--- config.mk ---
export PLATFORM = sky130hd
export DESIGN_NAME = jacobi_symbol_binary
export DESIGN_NICKNAME = d
export VERILOG_FILES = /design/src/rtl/jsb_pkg.sv /design/src/rtl/jacobi_symbol_binary.sv /design/src/rtl/jsb_step.sv
export SDC_FILE = /design/constraint.sdc
export NUM_CORES = 1
export LEC_CHECK = 0
export BUFFER_PORTS_ARGS = -buffer_cell sky130_fd_sc_hd__buf_2
export CELL_PAD_IN_SITES_DETAIL_PLACEMENT = 0
export CELL_PAD_IN_SITES_GLOBAL_PLACEMENT = 1
export CORE_MARGIN = 4
export CORE_UTILIZATION = 45
export CTS_BUF_LIST = sky130_fd_sc_hd__clkbuf_8
export DETAILED_ROUTE_END_ITERATION = 10
export PLACE_DENSITY = 0.89
export SLEW_MARGIN = 30
export SYNTH_ARGS = -nofsm -noshare
export SYNTH_HDL_FRONTEND = slang
export SYNTH_SLANG_ARGS = --single-unit
--- constraint.sdc ---
create_clock -name clk_i -period 5.3 [get_ports clk_i]
set_input_delay 0.265 -clock clk_i [delete_from_list [all_inputs] [get_ports clk_i]]
set_output_delay 0.265 -clock clk_i [all_outputs]
set_load 0.02 [all_outputs]
--- src/rtl/jsb_pkg.sv ---
// Package for the binary Jacobi symbol unit.
// Holds the sequencer states, the symbol codes, the step flags and the mod-8 helper.
// Used by jsb_step and jacobi_symbol_binary.
package jsb_pkg;

  localparam int NUM_WIDTH_DEF = 64;
  localparam int MOD_WIDTH_DEF = 32;
  // Width of the modulus port.
  localparam int MOD_PORT_WIDTH = 31;

  localparam logic [1:0] SYM_POS  = 2'b01;
  localparam logic [1:0] SYM_ZERO = 2'b00;
  localparam logic [1:0] SYM_NEG  = 2'b11;

  typedef enum logic [1:0] {
    ST_IDLE,
    ST_RUN,
    ST_DONE
  } state_e;

  typedef struct packed {
    logic zero;   // top value has reached zero
    logic flip;   // this step flips the sign
    logic swap;   // this step swapped the operands
  } step_flags_t;

  // The sign flips on a halving when the modulus is 3 or 5 mod 8.
  function automatic logic two_flip(input logic [2:0] m);
    return (m == 3'd3) || (m == 3'd5);
  endfunction

endpackage

--- src/rtl/jacobi_symbol_binary.sv ---
// Top level of the binary Jacobi symbol unit: sequencer and operand registers.
// Depends on jsb_pkg and jsb_step.
//
// A beat is taken when start is high and busy is low; busy then stays high until
// the result has been shown. The symbol appears on symbol_o for exactly one cycle
// with done_o high, and the receiver cannot stall it. A beat is loaded, then goes
// through the steps of the shared compare/subtract/shift unit until a is seen to
// reach zero, and then the result is presented. Each step either halves a, swaps
// a and p, or replaces a by (a - p) / 2, so the step count is data dependent; a
// modulus of 2 skips the loop and presents the Kronecker symbol straight after
// the load. The func_i selector is ignored.
module jacobi_symbol_binary #(
  parameter int NUM_WIDTH = jsb_pkg::NUM_WIDTH_DEF,
  parameter int MOD_WIDTH = jsb_pkg::MOD_WIDTH_DEF
) (
  input  logic                                clk_i,
  input  logic                                rst_ni,
  input  logic                                start,
  output logic                                busy,
  input  logic [0:0]                          func_i,
  input  logic signed [NUM_WIDTH-1:0]         numerator_i,
  input  logic [jsb_pkg::MOD_PORT_WIDTH-1:0]  modulus_i,
  output logic                                done_o,
  output logic signed [1:0]                   symbol_o
);

  localparam int PW = (MOD_WIDTH < jsb_pkg::MOD_PORT_WIDTH) ? MOD_WIDTH
                                                             : jsb_pkg::MOD_PORT_WIDTH;
  localparam int AW = (NUM_WIDTH > PW) ? NUM_WIDTH : PW;

  jsb_pkg::state_e      state_q, state_d;
  logic [AW-1:0]        a_q, a_d;
  logic [PW-1:0]        p_q, p_d;
  logic                 t_neg_q, t_neg_d;
  logic                 neg_q, neg_d;
  logic                 swap_q, swap_d;
  logic [1:0]           sym_q, sym_d;

  logic [AW-1:0]        step_a;
  logic [PW-1:0]        step_p;
  jsb_pkg::step_flags_t step_flags;

  logic [PW-1:0]        p_in;
  logic [NUM_WIDTH-1:0] raw;
  logic [NUM_WIDTH-1:0] mag;
  logic                 accept;
  logic                 p_is_two;
  logic [1:0]           kron_sym;
  logic                 final_neg;

  assign accept   = start && (state_q == jsb_pkg::ST_IDLE);
  assign p_in     = modulus_i[PW-1:0];
  assign raw      = numerator_i;
  // Two's complement negate; the most negative value maps to its own magnitude.
  assign mag      = raw[NUM_WIDTH-1] ? (~raw + 1'b1) : raw;
  assign p_is_two = (p_in == PW'(2));
  assign kron_sym = !raw[0] ? jsb_pkg::SYM_ZERO :
                    ((raw[2:0] == 3'd1) || (raw[2:0] == 3'd7)) ? jsb_pkg::SYM_POS
                                                               : jsb_pkg::SYM_NEG;
  assign final_neg = t_neg_q ^ neg_q;

  jsb_step #(
    .AW (AW),
    .PW (PW)
  ) u_step (
    .a_i         (a_q),
    .p_i         (p_q),
    .swap_pend_i (swap_q),
    .a_o         (step_a),
    .p_o         (step_p),
    .flags_o     (step_flags)
  );

  // Next state.
  always_comb begin
    state_d = state_q;
    case (state_q)
      jsb_pkg::ST_IDLE: begin
        if (start) begin
          state_d = p_is_two ? jsb_pkg::ST_DONE : jsb_pkg::ST_RUN;
        end
      end
      jsb_pkg::ST_RUN: begin
        if (step_flags.zero) begin
          state_d = jsb_pkg::ST_DONE;
        end
      end
      jsb_pkg::ST_DONE: begin
        state_d = jsb_pkg::ST_IDLE;
      end
      default: begin
        state_d = jsb_pkg::ST_IDLE;
      end
    endcase
  end

  // Operand and sign registers.
  always_comb begin
    a_d     = a_q;
    p_d     = p_q;
    t_neg_d = t_neg_q;
    neg_d   = neg_q;
    swap_d  = swap_q;
    sym_d   = sym_q;
    if (accept) begin
      a_d     = AW'(mag);
      p_d     = p_in;
      t_neg_d = 1'b0;
      neg_d   = raw[NUM_WIDTH-1] && (p_in[1:0] == 2'b11);
      swap_d  = 1'b0;
      sym_d   = kron_sym;
    end else if (state_q == jsb_pkg::ST_RUN) begin
      if (step_flags.zero) begin
        if (p_q == PW'(1)) begin
          sym_d = final_neg ? jsb_pkg::SYM_NEG : jsb_pkg::SYM_POS;
        end else begin
          sym_d = jsb_pkg::SYM_ZERO;
        end
      end else begin
        a_d     = step_a;
        p_d     = step_p;
        t_neg_d = t_neg_q ^ step_flags.flip;
        swap_d  = step_flags.swap;
      end
    end
  end

  always_ff @(posedge clk_i or negedge rst_ni) begin
    if (!rst_ni) begin
      state_q <= jsb_pkg::ST_IDLE;
    end else begin
      state_q <= state_d;
    end
  end

  always_ff @(posedge clk_i) begin
    a_q     <= a_d;
    p_q     <= p_d;
    t_neg_q <= t_neg_d;
    neg_q   <= neg_d;
    swap_q  <= swap_d;
    sym_q   <= sym_d;
  end

  assign busy     = (state_q != jsb_pkg::ST_IDLE);
  assign done_o   = (state_q == jsb_pkg::ST_DONE);
  assign symbol_o = sym_q;

endmodule

--- src/rtl/jsb_step.sv ---
// Shared step unit of the binary Jacobi symbol loop: one compare, one subtract
// and one shift, selected by a pending swap, the parity of a and the a < p compare.
// Depends on jsb_pkg.
module jsb_step #(
  parameter int AW = 64,
  parameter int PW = 31
) (
  input  logic [AW-1:0]           a_i,
  input  logic [PW-1:0]           p_i,
  input  logic                    swap_pend_i,
  output logic [AW-1:0]           a_o,
  output logic [PW-1:0]           p_o,
  output jsb_pkg::step_flags_t    flags_o
);

  logic [AW-1:0] p_ext;
  logic [AW-1:0] diff;
  logic          lt;
  logic          p_flip;

  assign p_ext  = {{(AW-PW){1'b0}}, p_i};
  assign lt     = a_i < p_ext;
  assign diff   = a_i - p_ext;
  assign p_flip = jsb_pkg::two_flip(p_i[2:0]);

  always_comb begin
    a_o          = a_i;
    p_o          = p_i;
    flags_o.zero = (a_i == '0);
    flags_o.flip = 1'b0;
    flags_o.swap = 1'b0;
    // Right after a swap the subtract runs at once, even when a is even.
    if (swap_pend_i || (a_i[0] && !lt)) begin
      a_o          = {1'b0, diff[AW-1:1]};
      flags_o.flip = p_flip;
    end else if (!a_i[0]) begin
      a_o          = {1'b0, a_i[AW-1:1]};
      flags_o.flip = p_flip;
    end else begin
      // a is odd and below p, so it fits in the modulus width.
      a_o          = p_ext;
      p_o          = a_i[PW-1:0];
      flags_o.flip = (a_i[1:0] == 2'b11) && (p_i[1:0] == 2'b11);
      flags_o.swap = 1'b1;
    end
  end

endmodule

==> impl_metrics.env, run 1 <==
export IMPL_detail_route_first_pass_iterations=5
export IMPL_synth_edff_count=98
export IMPL_final_skew_ns=0.0231
export IMPL_detail_route_vias_per_cell=5.92
export IMPL_routedWlPerCell_um=18.3
export IMPL_cell_breakdown_of_the_critical_path="ha_1, a21oi_1, o21ai_1, and3_1, o31a_1, a21oi_2, nand3_4, o21ai_2, buf_4"
export IMPL_detailedRoute_firstIterationViolations=715
export IMPL_design_portCount=103
export IMPL_die_height_um=150
export IMPL_fin_setup_tns_ns=0
export IMPL_clock_tree_buffer_depth=2
export IMPL_power_per_cell_area_nw_per_um2=467
export IMPL_critPathArrivalTime_ns=4.00
export IMPL_critical_path_peak_fanout=16
export IMPL_cp_end_kind="register"
export IMPL_fmax_ghz=0.255
export IMPL_worstSkewPairLatency_ns=0.41
export IMPL_sinks_on_the_clock_net=102
export IMPL_port_buffer_count=101
export IMPL_dpl_worst_slack_ns=1.39
export IMPL_final_nets=1274
export IMPL_filler_cells_inserted=1895
export IMPL_final_period_utilization_pct=74.0
export IMPL_period_needed_ns=3.92
export IMPL_place_gp_congestion=0.918
export IMPL_coreArea_um2=19700
export IMPL_post_synth_inst_count=1070
export IMPL_cts_repair_timing_setup_buffer_count=0
export IMPL_num_rows=51
export IMPL_drive_above_1_share_pct=15.0
export IMPL_mostFrequentLayoutCells="sky130_fd_sc_hd__nand2_1, sky130_fd_sc_hd__buf_2, sky130_fd_sc_hd__edfxtp_1"
export IMPL_timing_critical_path_required_ns=5.38
export IMPL_clkTransAtPathRegs_ns=0.12
export IMPL_numCtsBuffers=9
export IMPL_finalHoldViolations=0
export IMPL_met3_usage_pct=3.25
export IMPL_post_route_total_power_mw=4.70
export IMPL_setup_ws_ns=1.38
export IMPL_worst_slew_pin_slew_ns=0.960
export IMPL_report_final_slew_viol_count=0
export IMPL_areaGrowthSynthToFinish_pct=10.3
export IMPL_cts_resized_gates=0
export IMPL_vdd_ir_drop_max_v=0.000191
export IMPL_layout_cells_most_common="sky130_fd_sc_hd__nand2_1"
export IMPL_grt_use_met1_pct=32.4
export IMPL_start_util_pct=46.2
export IMPL_global_route_usage_total_pct=23.0
export IMPL_diodes=0
export IMPL_cts_tree="built"
export IMPL_grt_pass1_wl_um=41200
export IMPL_startpoint_type="register"
export IMPL_die_w_um=150
export IMPL_max_stage_delay_on_crit_path_ns=0.78
export IMPL_setup_violations_final=0
export IMPL_drt_wl_total_um=25800
export IMPL_fp_dieArea_um2=22600
export IMPL_ys_seq_elements=102
export IMPL_r2r_setup_slack_ns=1.38
export IMPL_clockRootBuffer="sky130_fd_sc_hd__clkbuf_8"
export IMPL_synth_yosys_warnings=0
export IMPL_cts_hold_buf=1
export IMPL_run_status="finished clean"
export IMPL_synth_nets=1203
export IMPL_gr_total_overflow=0
export IMPL_hpwl_um=19300
export IMPL_drc=0
export IMPL_synth_area_um2=9120
export IMPL_grt_busiest_layer="met2"
export IMPL_clock_tree_htree_level_count=3
export IMPL_crit_path_top_delay_cell="sky130_fd_sc_hd__o21ai_2"
export IMPL_postSynthAreaPerCell_um2=8.52
export IMPL_crit_type="register to register"
export IMPL_drt_antenna_violating_nets=0
export IMPL_slew_headroom_pct=35.8
export IMPL_grtUsageMet2_pct=37.1
export IMPL_number_of_maximum_capacitance_violations=0
export IMPL_route_vias_total=8356
export IMPL_worst_hold_path_type="input port to register"
export IMPL_grt_setup_unrepaired="false"
export IMPL_ys_types=88
export IMPL_sequential_cell_area_fraction_in_the_yosys_report_pct=33.3
export IMPL_maximum_number_of_pins_on_one_net_before_global_route_repair=76
export IMPL_ys_flop_type="sky130_fd_sc_hd__edfxtp_1"
export IMPL_leakage_power_of_the_design_nw=3.87
export IMPL_ys_async_sr_fraction_pct=1.96
export IMPL_antenna_found_initial=0
export IMPL_vias_in_the_first_global_route=7957
==> area by class of cell <==
cell class / count / area, µm² / area share, %
Multi-Input combinational cell: 873 / 5710 / 56.7
Sequential cell: 102 / 3030 / 30.2
Timing Repair Buffer: 112 / 598 / 5.95
Tap cell: 265 / 332 / 3.30
Inverter: 43 / 164 / 1.63
Clock buffer: 10 / 138 / 1.37
Clock inverter: 6 / 86.3 / 0.858
==> where the power goes <==
| group | internal [mW] | total [mW] | switching, mW | leakage [nW] |
|---|---|---|---|---|
| clock | 0.246 | 0.572 | 0.326 | 0.114 |
| sequential | 1.29 | 1.60 | 0.315 | 1.03 |
| combinational | 1.04 | 2.52 | 1.48 | 2.73 |
| total | 2.58 | 4.70 | 2.12 | 3.87 |
==> through the flow <==
step | utilization [%] | instance area [µm²] | instances | hold WS [ns]
2_1_floorplan | - | 9120 | 1070 | -0.0306
3_3_place_gp | 49.7 | 9800 | 1393 | 0.0610
3_5_place_dp | 49.8 | 9820 | 1394 | 0.0635
4_1_cts | 51.0 | 10100 | 1411 | 0.113
5_1_grt | 51.0 | 10100 | 1411 | 0.120
6_report | 51.0 | 10100 | 1411 | 0.121
==> layer usage <==
| metal | routed length (µm) | part of all wire, % |
|---|---|---|
| met5 | 0 | 0 |
| met4 | 481 | 1.9 |
| met3 | 1590 | 6.1 |
| met2 | 12000 | 47 |
| met1 | 11700 | 45 |
==> worst max-delay path, delay by kind of cell (launching register included) <==
family                   cells  cell delay (ns)
adder cells (fa/ha/maj)      1             0.42
AND/OR/NAND/NOR              2             0.39
buffers and inverters        1             0.41
AO/OA/AOI/OAI                5             1.92
flip-flops                   1             0.45
==> sequential cells by signal, summed over array words and instances (netlist names) <==
| name | cells |
|---|---|
| p_q | 31 |
| symbol_o | 2 |
| a_q | 64 |
| t_neg_q | 1 |
| neg_q | 1 |
| state_q | 2 |
| swap_q | 1 |
==> final timing paths <==
| kind | startpoint | end | depth (start not counted) |
|---|---|---|---|
| min in group asynchronous | rst_ni | state_q[0]$_DFFE_PN0P_ | 2 |
| hold / removal | modulus_i[9] | p_q[9]$_DFFE_PP_ | 3 |
| max in group asynchronous | rst_ni | state_q[1]$_DFFE_PN0P_ | 2 |
| setup / recovery | a_q[19]$_DFFE_PP_ | p_q[27]$_DFFE_PP_ | 9 |
| setup reg to reg | a_q[19]$_DFFE_PP_ | p_q[27]$_DFFE_PP_ | 9 |
| hold reg to reg | swap_q$_SDFFE_PP0P_ | swap_q$_SDFFE_PP0P_ | 2 |
==> kinds of logic (layout without fill, tap and decap cells) <==
kind of cell	Yosys count	count (layout)	synth area share (%)
flops	102	102	33.3
compound gates	263	263	18.7
fa+ha+maj	34	34	4.75
xor+xnor	115	115	11.0
simple gates	427	427	24.1
mux	34	34	3.82
buf+inv	95	171	4.36
==> synth_stat cells, types with 9 or more instances <==
| cell type | count | area share (%) |
|---|---|---|
| sky130_fd_sc_hd__a21o_1 | 10 | 0.82 |
| sky130_fd_sc_hd__xor2_1 | 51 | 4.9 |
| sky130_fd_sc_hd__xnor2_1 | 64 | 6.1 |
| sky130_fd_sc_hd__or3_1 | 17 | 1.2 |
| sky130_fd_sc_hd__edfxtp_1 | 98 | 32 |
| sky130_fd_sc_hd__nor4_1 | 29 | 2.0 |
| sky130_fd_sc_hd__mux2i_1 | 31 | 3.4 |
| sky130_fd_sc_hd__o21ai_0 | 79 | 4.3 |
| sky130_fd_sc_hd__nand3_1 | 23 | 1.3 |
| sky130_fd_sc_hd__ha_1 | 33 | 4.5 |
| sky130_fd_sc_hd__nand2_1 | 178 | 7.3 |
| sky130_fd_sc_hd__or4_1 | 10 | 0.82 |
| sky130_fd_sc_hd__a21oi_1 | 63 | 3.5 |
| sky130_fd_sc_hd__nor2_1 | 63 | 2.6 |
| sky130_fd_sc_hd__nor3_1 | 21 | 1.2 |
| sky130_fd_sc_hd__o21ai_1 | 9 | 0.49 |
| sky130_fd_sc_hd__a211oi_1 | 17 | 1.4 |
| sky130_fd_sc_hd__inv_1 | 41 | 1.7 |
| sky130_fd_sc_hd__nand4_1 | 16 | 1.1 |
| sky130_fd_sc_hd__clkbuf_1 | 36 | 1.5 |
| sky130_fd_sc_hd__o31ai_1 | 22 | 1.8 |
| sky130_fd_sc_hd__nand2b_1 | 14 | 0.96 |
(Power assumes the default switching activity.)
==> run 2, diff against run 1 <==
- CORE_UTILIZATION: 45 -> 42
- PLACE_DENSITY: 0.89 -> 0.87
- clock period: 5.3 -> 3.5 ns (I/O delays scaled with it)
==> impl_metrics.env, run 2 (synthesis results as in run 1) <==
export IMPL_drt_wl_total_um=26000
export IMPL_power_share_switching_pct=45.0
export IMPL_share_comb_of_total_power_pct=56.0
export IMPL_vdd_ir_drop_max_v=0.000291
export IMPL_drt_antenna_violating_nets=0
export IMPL_cts_tree="built"
export IMPL_power_share_clock_pct=10.9
export IMPL_startpoint_type="register"
export IMPL_die_height_um=155
export IMPL_start_util_pct=43.1
export IMPL_areaGrowthSynthToFinish_pct=12.1
export IMPL_crit_type="register to register"
export IMPL_mostFrequentLayoutCells="sky130_fd_sc_hd__nand2_1, sky130_fd_sc_hd__buf_2, sky130_fd_sc_hd__edfxtp_1"
export IMPL_antenna_found_initial=1
export IMPL_reg2regPathDepth=11
export IMPL_worstSkewPairLatency_ns=0.41
export IMPL_fin_setup_tns_ns=0
export IMPL_slew_headroom_pct=48.4
export IMPL_design_portCount=103
export IMPL_report_final_slew_viol_count=0
export IMPL_crit_start="p_q[0]$_SDFFCE_PN1P_"
export IMPL_layout_cells_most_common="sky130_fd_sc_hd__nand2_1"
export IMPL_r2r_setup_slack_ns=0.20
export IMPL_fmax_ghz=0.303
export IMPL_worstReg2RegEnd="a_q[46]$_DFFE_PP_"
export IMPL_clockRootBuffer="sky130_fd_sc_hd__clkbuf_8"
export IMPL_final_skew_ns=0.0232
export IMPL_coreArea_um2=21200
export IMPL_clock_tree_buffer_depth=2
export IMPL_sinks_on_the_clock_net=102
export IMPL_grt_setup_unrepaired="true"
export IMPL_p_switching_mw=3.23
export IMPL_final_nets=1290
export IMPL_largest_register_ff_count=64
export IMPL_setup_violations_final=0
export IMPL_global_route_usage_total_pct=21.0
export IMPL_finalHoldViolations=0
export IMPL_clock_tree_htree_level_count=3
export IMPL_reg_largest_list="a_q: 64 flops, p_q: 31 flops"
export IMPL_critPathCapture="a_q[46]$_DFFE_PP_"
export IMPL_die_w_um=155
export IMPL_fp_dieArea_um2=24100
export IMPL_place_gp_congestion=0.910
export IMPL_port_buffer_count=101
export IMPL_dpl_worst_slack_ns=0.172
export IMPL_final_period_utilization_pct=94.3
export IMPL_vias_in_the_first_global_route=7959
export IMPL_detail_route_vias_per_cell=5.80
export IMPL_detail_route_first_pass_iterations=5
export IMPL_run_status="finished clean"
export IMPL_worst_hold_path_type="input port to register"
export IMPL_critical_path_peak_fanout=9
export IMPL_numCtsBuffers=9
export IMPL_hpwl_um=19600
export IMPL_routedWlPerCell_um=18.1
export IMPL_maximum_number_of_pins_on_one_net_before_global_route_repair=70
export IMPL_grt_pass1_wl_um=41300
export IMPL_num_rows=53
export IMPL_power_share_sequential_pct=33.1
export IMPL_drc=0
export IMPL_period_needed_ns=3.30
export IMPL_route_vias_total=8345
export IMPL_cp_end_kind="register"
export IMPL_worst_slew_pin_slew_ns=0.767
export IMPL_timing_critical_path_required_ns=3.66
export IMPL_leakage_power_of_the_design_nw=3.95
export IMPL_start_of_the_worst_register_to_register_path="p_q[0]$_SDFFCE_PN1P_"
export IMPL_detailedRoute_firstIterationViolations=645
export IMPL_clkTransAtPathRegs_ns=0.12
export IMPL_drive_above_1_share_pct=16.5
export IMPL_critPathArrivalTime_ns=3.46
export IMPL_setup_ws_ns=0.199
export IMPL_number_of_maximum_capacitance_violations=0
export IMPL_gr_total_overflow=0
export IMPL_power_per_cell_area_nw_per_um2=704
export IMPL_power_internal_mw=3.96
export IMPL_largest_register="a_q"
## run 2: cell count changes in the layout (fill, tap and decap cells not counted), moves of 2 or more
cell	previous run	this run
sky130_fd_sc_hd__buf_12	0	4
sky130_fd_sc_hd__ha_1	33	31
sky130_fd_sc_hd__buf_4	9	23
sky130_fd_sc_hd__ha_2	0	2
## run 2: what timing repair did
| action | CTS | global route |
|---|---|---|
| hold buffers | 1 | 0 |
| endpoints found under the setup margin | 0 | 9 |
| buffers inserted | 0 | 2 |
| resized for setup | 0 | 4 |
| hold endpoints to repair | 2 | 0 |
## run 2: power groups by stage
stage / clock [mW] / combinational, mW / sequential, mW
4_1_cts: 0.791 / 3.96 / 2.37
3_5_place_dp: 0 / 3.94 / 2.40
3_3_place_gp: 0 / 3.89 / 2.40
5_1_grt: 0.831 / 4.49 / 2.44
6_report: 0.781 / 4.03 / 2.38
2_1_floorplan: 0 / 3.00 / 2.26
## run 2: per-stage QoR
step	power, mW	utilization, %	instances	area (µm²)	hold slack [ns]
floorplan	5.26	-	1070	9120	-0.121
global placement	6.29	47.2	1418	9980	-0.0332
detailed placement	6.34	47.2	1418	9980	-0.0344
CTS	7.13	48.2	1435	10200	0.0327
global route	7.76	48.3	1438	10200	0.0393
finish	7.19	48.3	1438	10200	0.0391
## run 2: layer usage
metal / global-route usage (%) / routed length [µm]
met1: 29.8 / 12100
met5: 0 / 0
met3: 2.48 / 1230
met4: 6.17 / 634
met2: 33.9 / 12000
## run 2: layout make-up
type | instances | area (µm²)
fillers | 2061 | 10900
flip-flops and latches | 102 | 3030
well taps | 275 | 344
diodes | 1 | 2.50
repair buffers | 128 | 763
inverters | 43 | 164
clock buffers | 9 | 124
clock inverters | 7 | 72.6
multi-input cells | 873 | 5710
## run 2: how the worst min path moves through the flow
stage                 start                endpoint  slack [ns]  cells past startpoint
5_1_grt        modulus_i[9]        p_q[9]$_DFFE_PP_        0.04                      3
3_3_place_gp         rst_ni  state_q[0]$_DFFE_PN0P_       -0.03                      1
4_1_cts        modulus_i[3]        p_q[3]$_DFFE_PP_        0.03                      3
3_5_place_dp         rst_ni  state_q[0]$_DFFE_PN0P_       -0.03                      1
2_1_floorplan        rst_ni  state_q[0]$_DFFE_PN0P_       -0.12                      0
6_report       modulus_i[9]        p_q[9]$_DFFE_PP_        0.04                      3
## run 2: worst max-delay path, cell delays in order, from the launching register on
cell,delay (ns)
sky130_fd_sc_hd__edfxtp_1,0.46
sky130_fd_sc_hd__nor2b_2,0.20
sky130_fd_sc_hd__fa_1,0.37
sky130_fd_sc_hd__nand2b_1,0.20
sky130_fd_sc_hd__a21oi_1,0.22
sky130_fd_sc_hd__o21ai_1,0.20
sky130_fd_sc_hd__nand4b_1,0.15
sky130_fd_sc_hd__a21oi_2,0.12
sky130_fd_sc_hd__a211oi_2,0.65
sky130_fd_sc_hd__nand4b_1,0.20
sky130_fd_sc_hd__xor2_1,0.19
sky130_fd_sc_hd__o22ai_1,0.09
==> run 3, diff against run 2 <==
- CORE_UTILIZATION: 42 -> 41
- CTS_BUF_LIST: sky130_fd_sc_hd__clkbuf_8 -> sky130_fd_sc_hd__clkbuf_16
- PLACE_DENSITY: 0.87 -> default
- PLACE_DENSITY_LB_ADDON: default -> 0.1
- SLEW_MARGIN: 30 -> 20
==> impl_metrics.env, run 3 (synthesis results as in run 1) <==
export IMPL_run_status="finished clean"
export IMPL_drt_antenna_violating_nets=0
export IMPL_route_vias_total=8264
export IMPL_critPathArrivalTime_ns=3.39
export IMPL_start_util_pct=41.8
export IMPL_timing_critical_path_required_ns=3.62
export IMPL_startpoint_type="register"
export IMPL_worstReg2RegEnd="a_q[55]$_DFFE_PP_"
export IMPL_gr_total_overflow=0
export IMPL_largest_register_ff_count=64
export IMPL_clkTransAtPathRegs_ns=0.08
export IMPL_finalHoldViolations=0
export IMPL_power_per_cell_area_nw_per_um2=726
export IMPL_largest_register="a_q"
export IMPL_fp_dieArea_um2=24700
export IMPL_antenna_found_initial=1
export IMPL_reg2regPathDepth=10
export IMPL_start_of_the_worst_register_to_register_path="a_q[19]$_DFFE_PP_"
export IMPL_crit_start="a_q[19]$_DFFE_PP_"
export IMPL_num_rows=54
export IMPL_slew_headroom_pct=51.1
export IMPL_filler_cells_inserted=2153
export IMPL_report_final_slew_viol_count=0
export IMPL_worstSkewPairLatency_ns=0.36
export IMPL_port_buffer_count=101
export IMPL_drc=0
export IMPL_die_w_um=157
export IMPL_sinks_on_the_clock_net=102
export IMPL_hpwl_um=21200
export IMPL_detail_route_first_pass_iterations=5
export IMPL_coreArea_um2=21800
export IMPL_mostFrequentLayoutCells="sky130_fd_sc_hd__nand2_1, sky130_fd_sc_hd__buf_2, sky130_fd_sc_hd__edfxtp_1"
export IMPL_final_cells=1453
export IMPL_numCtsBuffers=9
export IMPL_clock_tree_htree_level_count=3
export IMPL_die_height_um=157
export IMPL_drive_above_1_share_pct=17.1
export IMPL_layout_cells_most_common="sky130_fd_sc_hd__nand2_1"
export IMPL_clockRootBuffer="sky130_fd_sc_hd__clkbuf_16"
export IMPL_leakage_power_of_the_design_nw=4.05
export IMPL_areaGrowthSynthToFinish_pct=14.1
export IMPL_layout_core_utilization_pct=47.7
export IMPL_fin_setup_tns_ns=0
export IMPL_worst_hold_path_type="input port to register"
export IMPL_place_gp_congestion=0.867
export IMPL_drt_wl_total_um=27700
export IMPL_grt_pass1_wl_um=43700
export IMPL_cp_end_kind="register"
export IMPL_maximum_number_of_pins_on_one_net_before_global_route_repair=65
export IMPL_cts_repair_timing_setup_buffer_count=0
export IMPL_dp_cells=1436
export IMPL_reg_largest_list="a_q: 64 flops, p_q: 31 flops"
export IMPL_r2r_setup_slack_ns=0.23
export IMPL_multi_input_area_um2=5710
export IMPL_detail_route_vias_per_cell=5.69
export IMPL_vias_in_the_first_global_route=7778
export IMPL_crit_type="register to register"
export IMPL_number_of_maximum_capacitance_violations=0
export IMPL_grt_setup_unrepaired="false"
export IMPL_routedWlPerCell_um=19.0
export IMPL_final_period_utilization_pct=93.5
export IMPL_critPathCapture="a_q[55]$_DFFE_PP_"
export IMPL_final_skew_ns=0.0126
export IMPL_cts_tree="built"
export IMPL_critical_path_peak_fanout=8
export IMPL_clock_tree_buffer_depth=2
export IMPL_detailedRoute_firstIterationViolations=710
export IMPL_global_route_usage_total_pct=22.3
export IMPL_fmax_ghz=0.306
export IMPL_diodes=0
export IMPL_setup_violations_final=0
export IMPL_final_nets=1301
export IMPL_ff_latch_area_um2=3030
export IMPL_design_portCount=103
export IMPL_worst_slew_pin_slew_ns=0.727
export IMPL_vdd_ir_drop_max_v=0.000281
export IMPL_period_needed_ns=3.27
[run 3: per-layer routing]
layer  global-route usage (%)  up-vias  routed length, µm
met3                     2.69       17               1020
li1                         -     4134                  -
met1                     34.7     3939              14100
met4                     4.42        0                314
met2                     33.4      174              12200
met5                        0        -                  0
[run 3: layout make-up]
cell class,instances,area share (%)
Clock buffer,9,2.16
Clock inverter,7,0.625
Inverter,43,1.58
Multi-Input combinational cell,873,54.9
Sequential cell,102,29.2
Tap cell,280,3.37
Timing Repair Buffer,139,8.23
[run 3: what timing repair did]
action                                 4_1_cts  5_1_grt
endpoints found under the hold margin        2        0
gates resized for setup                      0        2
hold buffers                                 1        0
setup endpoints to repair                    0        3
[run 3: worst min-delay path by stage]
stage / slack (ns) / cells after the start / from / end
CTS: 0.07 / 3 / modulus_i[12] / p_q[12]$_DFFE_PP_
detailed placement: -0.03 / 1 / rst_ni / state_q[1]$_DFFE_PN0P_
global route: 0.08 / 3 / modulus_i[14] / p_q[14]$_DFFE_PP_
global placement: -0.03 / 1 / rst_ni / state_q[1]$_DFFE_PN0P_
floorplan: -0.12 / 0 / rst_ni / state_q[0]$_DFFE_PN0P_
finish: 0.09 / 3 / modulus_i[14] / p_q[14]$_DFFE_PP_
[run 3: power by group]
group	total (mW)	switching [mW]	internal (mW)	leakage, nW
clock network	1.03	0.528	0.502	0.140
registers	2.40	0.448	1.95	1.03
logic	4.12	2.35	1.76	2.89
total	7.55	3.33	4.22	4.05
[run 3: worst max-delay path, stage by stage (launching register included)]
cell                       delay (ns)
sky130_fd_sc_hd__edfxtp_1        0.43
sky130_fd_sc_hd__ha_1            0.42
sky130_fd_sc_hd__a21oi_1         0.22
sky130_fd_sc_hd__o21ai_1         0.16
sky130_fd_sc_hd__and3_1          0.24
sky130_fd_sc_hd__o31a_1          0.31
sky130_fd_sc_hd__a21oi_2         0.33
sky130_fd_sc_hd__nor4b_4         0.52
sky130_fd_sc_hd__nand3_1         0.16
sky130_fd_sc_hd__xor2_1          0.18
sky130_fd_sc_hd__o21ai_1         0.07
[run 3: per-stage QoR]
step / hold slack [ns] / power, mW / area, µm² / setup WS, ns
global route: 0.0833 / 8.16 / 10400 / 0.000800
CTS: 0.0737 / 7.53 / 10400 / 0.163
global placement: -0.0326 / 6.47 / 10100 / 0.209
detailed placement: -0.0347 / 6.47 / 10100 / 0.166
floorplan: -0.121 / 5.26 / 9120 / 0.169
finish: 0.0874 / 7.55 / 10400 / 0.227
